**config.mk**
```make
export PLATFORM = sky130hd
export DESIGN_NAME = bba_controller
export DESIGN_NICKNAME = d
export VERILOG_FILES = /design/src/rtl/core/bba_pkg.sv /design/src/rtl/core/bba_controller.sv
export SDC_FILE = /design/constraint.sdc
export NUM_CORES = 1
export LEC_CHECK = 0
export ABC_AREA = 0
export BUFFER_PORTS_ARGS = -buffer_cell sky130_fd_sc_hd__buf_2
export CORE_AREA = 2 2 39 41
export DETAILED_ROUTE_END_ITERATION = 7
export DIE_AREA = 0 0 41 43
export PLACE_DENSITY = 0.47
export SKIP_CTS_REPAIR_TIMING = 1
export SYNTH_ARGS = -nofsm -noshare
export SYNTH_HDL_FRONTEND = slang
export SYNTH_SLANG_ARGS = --single-unit
```
**constraint.sdc**
```tcl
create_clock -name clock -period 3.2 [get_ports clock]
set_input_delay 0.64 -clock clock [delete_from_list [all_inputs] [get_ports clock]]
set_output_delay 0.64 -clock clock [all_outputs]
set_load 0.02 [all_outputs]
```
**src/rtl/core/bba_pkg.sv**
```systemverilog
package bba_pkg;

   localparam int FIELD_W           = 14;
   localparam int WORD_BITS         = 32;
   localparam int BIT_IDX_W         = 5;
   localparam int ENTRY_COUNT_RESET = 8192;

   typedef enum logic {
      CMD_ALLOC   = 1'b0,
      CMD_RELEASE = 1'b1
   } cmd_type;

   typedef enum logic [1:0] {
      STATUS_OK        = 2'd0,
      STATUS_RANGE     = 2'd1,
      STATUS_NOT_ALLOC = 2'd2,
      STATUS_FULL      = 2'd3
   } status_type;

   typedef enum logic [1:0] {
      ST_IDLE,
      ST_SCAN,
      ST_CHECK,
      ST_DONE
   } state_type;

   typedef struct packed {
      logic start;
      logic scan;
      logic check;
      logic finish;
   } ctrl_cmd_type;

   typedef struct packed {
      logic start_alloc;
      logic start_direct;
      logic scan_hit;
      logic last_word;
      logic out_busy;
   } ctrl_status_type;

endpackage

```
**src/rtl/core/bba_controller.sv**
```systemverilog
module bba_controller (
   input  logic                      clock,
   input  logic                      reset,
   input  logic                      req_valid,
   output logic                      req_ready,
   input  bba_pkg::ctrl_status_type  status,
   output bba_pkg::ctrl_cmd_type     cmd
);

   import bba_pkg::*;

   state_type state_ff, state_in;

   always_comb begin
      state_in = state_ff;
      unique case (state_ff)
         ST_IDLE: begin
            if (req_valid) begin
               if (status.start_direct) begin
                  state_in = ST_DONE;
               end else if (status.start_alloc) begin
                  state_in = ST_SCAN;
               end else begin
                  state_in = ST_CHECK;
               end
            end
         end
         ST_SCAN: begin
            if (status.scan_hit || status.last_word) begin
               state_in = ST_DONE;
            end
         end
         ST_CHECK: begin
            state_in = ST_DONE;
         end
         ST_DONE: begin
            if (!status.out_busy) begin
               state_in = ST_IDLE;
            end
         end
         default: begin
            state_in = ST_IDLE;
         end
      endcase
   end

   always_comb begin
      req_ready  = 1'b0;
      cmd.start  = 1'b0;
      cmd.scan   = 1'b0;
      cmd.check  = 1'b0;
      cmd.finish = 1'b0;
      unique case (state_ff)
         ST_IDLE: begin
            req_ready = 1'b1;
            cmd.start = req_valid;
         end
         ST_SCAN: begin
            cmd.scan = 1'b1;
         end
         ST_CHECK: begin
            cmd.check = 1'b1;
         end
         ST_DONE: begin
            cmd.finish = ~status.out_busy;
         end
         default: begin
            req_ready = 1'b0;
         end
      endcase
   end

   always_ff @(posedge clock) begin
      if (reset) begin
         state_ff <= ST_IDLE;
      end else begin
         state_ff <= state_in;
      end
   end

endmodule

```
# Yosys cells after proc, flatten, opt, wreduce, memory -nomap -nowiden

Index checks and enable logic that the tools add are counted.

Input bits: 8
Memories: 0
Output and inout port bits: 5
Latch bits: 0
Word-level logic and storage cells: 22
Flip-flop bits (word level): 2
Memory bits (writable): 0
ROM bits: 0

Bitwise gates (word level): 1
Shift-type cells: 0
Reductions and logical operators: 3
Muxes and demuxes: 11
Equality and inequality tests: 6
Div/mod/pow operators: 0
Add/sub/neg operators: 0
$lt $le $gt $ge: 0
Multipliers: 0

Operators with widths:

| kind                                                                  | number |
|---|---|
| 2-bit two-way mux                                                     | 5 |
| 2-bit case mux with 4 select lines                                    | 1 |
| 2-bit != test, second input constant                                  | 3 |
| 1-bit two-way mux                                                     | 5 |
| 2-bit equality test, second input constant                            | 2 |
| 3-bit AND reduction                                                   | 1 |
| 2-bit by 1-bit equality test with 1-bit output, second input constant | 1 |
| 2-bit logical NOT                                                     | 1 |
| 1-bit logical OR                                                      | 1 |
| 1-bit inverter                                                        | 1 |

# Depth between registers and ports, before layout

Word-level depth: 4
Depth in mapped cells: 5
Mapped depth without buffers: 5

# Worst setup path before layout

No wires, ideal clock.

Path type: reg-to-output
From: register state_ff[0]
To: output port cmd[3] in the netlist's numbering
Cell stages (with the launch flop): 4
Data arrival time: 0.969 ns
Path slack: 1.591 ns
Required time: 2.560 ns
Path buffers: 0
Path through: dfxtp_1 > inv_1 > ha_1 > and2_1

RTL lines:

| item                     | line                 | source |
|---|---|---|
| start: declaration       | bba_controller.sv:12 | `state_type state_ff, state_in;` |
| start signal: assignment | bba_controller.sv:77 | `state_ff <= state_in;` |
| end: declaration         | bba_controller.sv:7  | `output bba_pkg::ctrl_cmd_type cmd` |

==> impl_metrics.tcl <==
set metrics [dict create \
    status "finished clean" \
    rsz0062_at_grt "false" \
    yosysTopAreaCellShare_pct 31.3 \
    crit_family "flip-flops" \
    ir_drop_mv 0.189 \
    syn_nets 36 \
    clkTransAtPathRegs_ps 30 \
    grt_pass1_vias 143 \
    largest_register "state_ff" \
    regArea_um2 40.0 \
    coreArea_um2 1380 \
    area_growth_pct 51.2 \
    vias 192 \
    critical_path_class "reg -> out" \
    ys_seq_elements 2 \
    yosysUniqueCellTypes 10 \
    reg_top3 "state_ff (2)" \
    critical_path_buf_inv_count 2 \
    whs_path_depth 3 \
    num-fill-cells 154 \
    power_density_nw_per_um2 897 \
    grt_overflow 0 \
    cpMaxStageDelayCell "dfxtp_1" \
    cts_root_buf "clkbuf_4" \
    maxCapViolCount 0 \
    die_y_um 43 \
    hold_viol_final 0 \
    drive_gt1_share_pct 39.5 \
    routed_via_density 3.56 \
    ios 13 \
    die_width_um 41 \
    worst_setup_path_end_kind "primary output" \
    dp_hpwl_um 350 \
    start_util_pct 14.5 \
    setup_viol 0 \
    num_antenna_cells 0 \
    place.gp.congestion 0.690 \
    crit_path_start_kind "flop" \
    final_max_slew_viol_count 0 \
    cts_tree "built" \
    clkLatencyLatePin_ps 220 \
    synthCells 23 \
    die_area_um2 1760 \
    synthArstFlopShare_pct 0 \
    cts_max_path_buffers 2 \
    fmax_mhz 553 \
    drt_iter0_drc 1 \
    slowest_delay_ps 350 \
    synth.area.top_cells "ha_1 (31%), dfxtp_1 (20%), mux2_1 (11%)" \
    port_buffers 12 \
    grt_max_degree 5 \
    p_total_w 0.000272 \
    worst_clock_skew_ps 1.77 \
    wl_um 397 \
    cts_sinks 2 \
    yosysMostFrequentCell "ha_1" \
    cts_buffers 3 \
    rows 14 \
    cp_num_cells 4 \
    worstPathArrival_ps 1170 \
    postSynthAreaPerCell_um2 8.70 \
    nets 53 \
    ys_warn_count 0 \
    critPathMaxFanout 4 \
    worstMarginPinSlew_ps 163 \
    antenna_found_initial 0 \
    synthTopCellsByCount "ha_1 (5), inv_1 (4), nor2_1 (3)" \
    first_pass_iters 2 \
    seq_area_frac_synth_pct 20.0 \
    multi_input_area_um2 145 \
    rr_worst_depth 5 \
    largest_reg_flops 2 \
    layout_setup_ws_ps 1390 \
    grt_first_pass_wirelength_um 565 \
    postRouteAntennaNets 0 \
    wl_per_cell_um 7.35 \
    synth_edf_count 0 \
    finalCritPeriodShare_pct 56.5 \
    required_ps 2560 \
    p_leak_nw 0.169 \
    slew_headroom_pct 89.1 \
    htreeDepth 1 \
    min_path_type "reg -> reg" \
    synth_top_area_cell "ha_1" \
    synthesis.area_um2 200 \
    period_needed_ps 1810 \
    preCtsSetupSlack_ps 1530 \
    setup_tns_ps 0 \
    drc 0 \
    grt_use_total_pct 5.41 \
    path_cells "inv_1 -> ha_1 -> and2_1 -> buf_2" \
    ys.flop_type "dfxtp_1" \
]
worst reg2reg max path, stage by stage (launching register included):
cell,delay (ps)
dfxtp_1,350
inv_1,100
ha_1,220
nor2b_1,130
a221o_1,290
mux2_1,320
through the flow:
step	instance area, um2	std cells	hold WS [ps]	util, %
final	303	54	692	21.9
after global placement	280	51	699	20.3
after global routing	303	54	769	21.9
after CTS	303	54	706	21.9
after detailed placement	280	51	700	20.3
after floorplan	200	23	638	-
final timing paths:
path         slack [ps]          end        start
max                1390       cmd[3]  state_ff[0]
min                 690  state_ff[1]  state_ff[1]
max reg2reg        1670  state_ff[0]  state_ff[0]
min reg2reg         690  state_ff[1]  state_ff[1]
cell usage in the layout, fill, tap and decap left out:
| cell type | count |
|---|---|
| nor2b_1 | 2 |
| and2_1 | 1 |
| a221o_1 | 1 |
| dfxtp_1 | 2 |
| nor2_1 | 3 |
| a31oi_1 | 2 |
| ha_1 | 5 |
| mux2_1 | 2 |
| o21bai_1 | 1 |
| clkbuf_4 | 3 |
| inv_1 | 4 |
| buf_2 | 12 |
metal layers:
layer  up-vias  track usage (%)  wire [um]
met5         -                0          0
met1        75             5.43        176
met3         0             4.71         55
li1        107                -          -
met4         0             4.00          0
met2        10             6.88        165
logic make-up after synthesis:
family	count (synthesis)	synth area share, %
flops	2	20.0
mux	2	11.2
fa+ha+maj	5	31.3
simple gates	6	15.0
compound gates	4	15.0
buf+inv	4	7.50
layout make-up:
type / count / share of cell area (%)
multi-input combinational: 17 / 47.9
clock buffer: 3 / 7.44
tap: 16 / 6.61
inverter: 4 / 4.96
sequential: 2 / 13.2
timing repair buffer: 12 / 19.8
report_power, final:
| part | switching [W] | internal [W] | leakage (nW) | total, W |
|---|---|---|---|---|
| combinational | 0.0000976 | 0.0000702 | 0.138 | 0.000168 |
| sequential | 0.0000101 | 0.0000385 | 0.0167 | 0.0000487 |
| clock | 0.0000139 | 0.0000413 | 0.0138 | 0.0000552 |
| total | 0.000122 | 0.000150 | 0.169 | 0.000272 |
(Power assumes the default switching activity.)
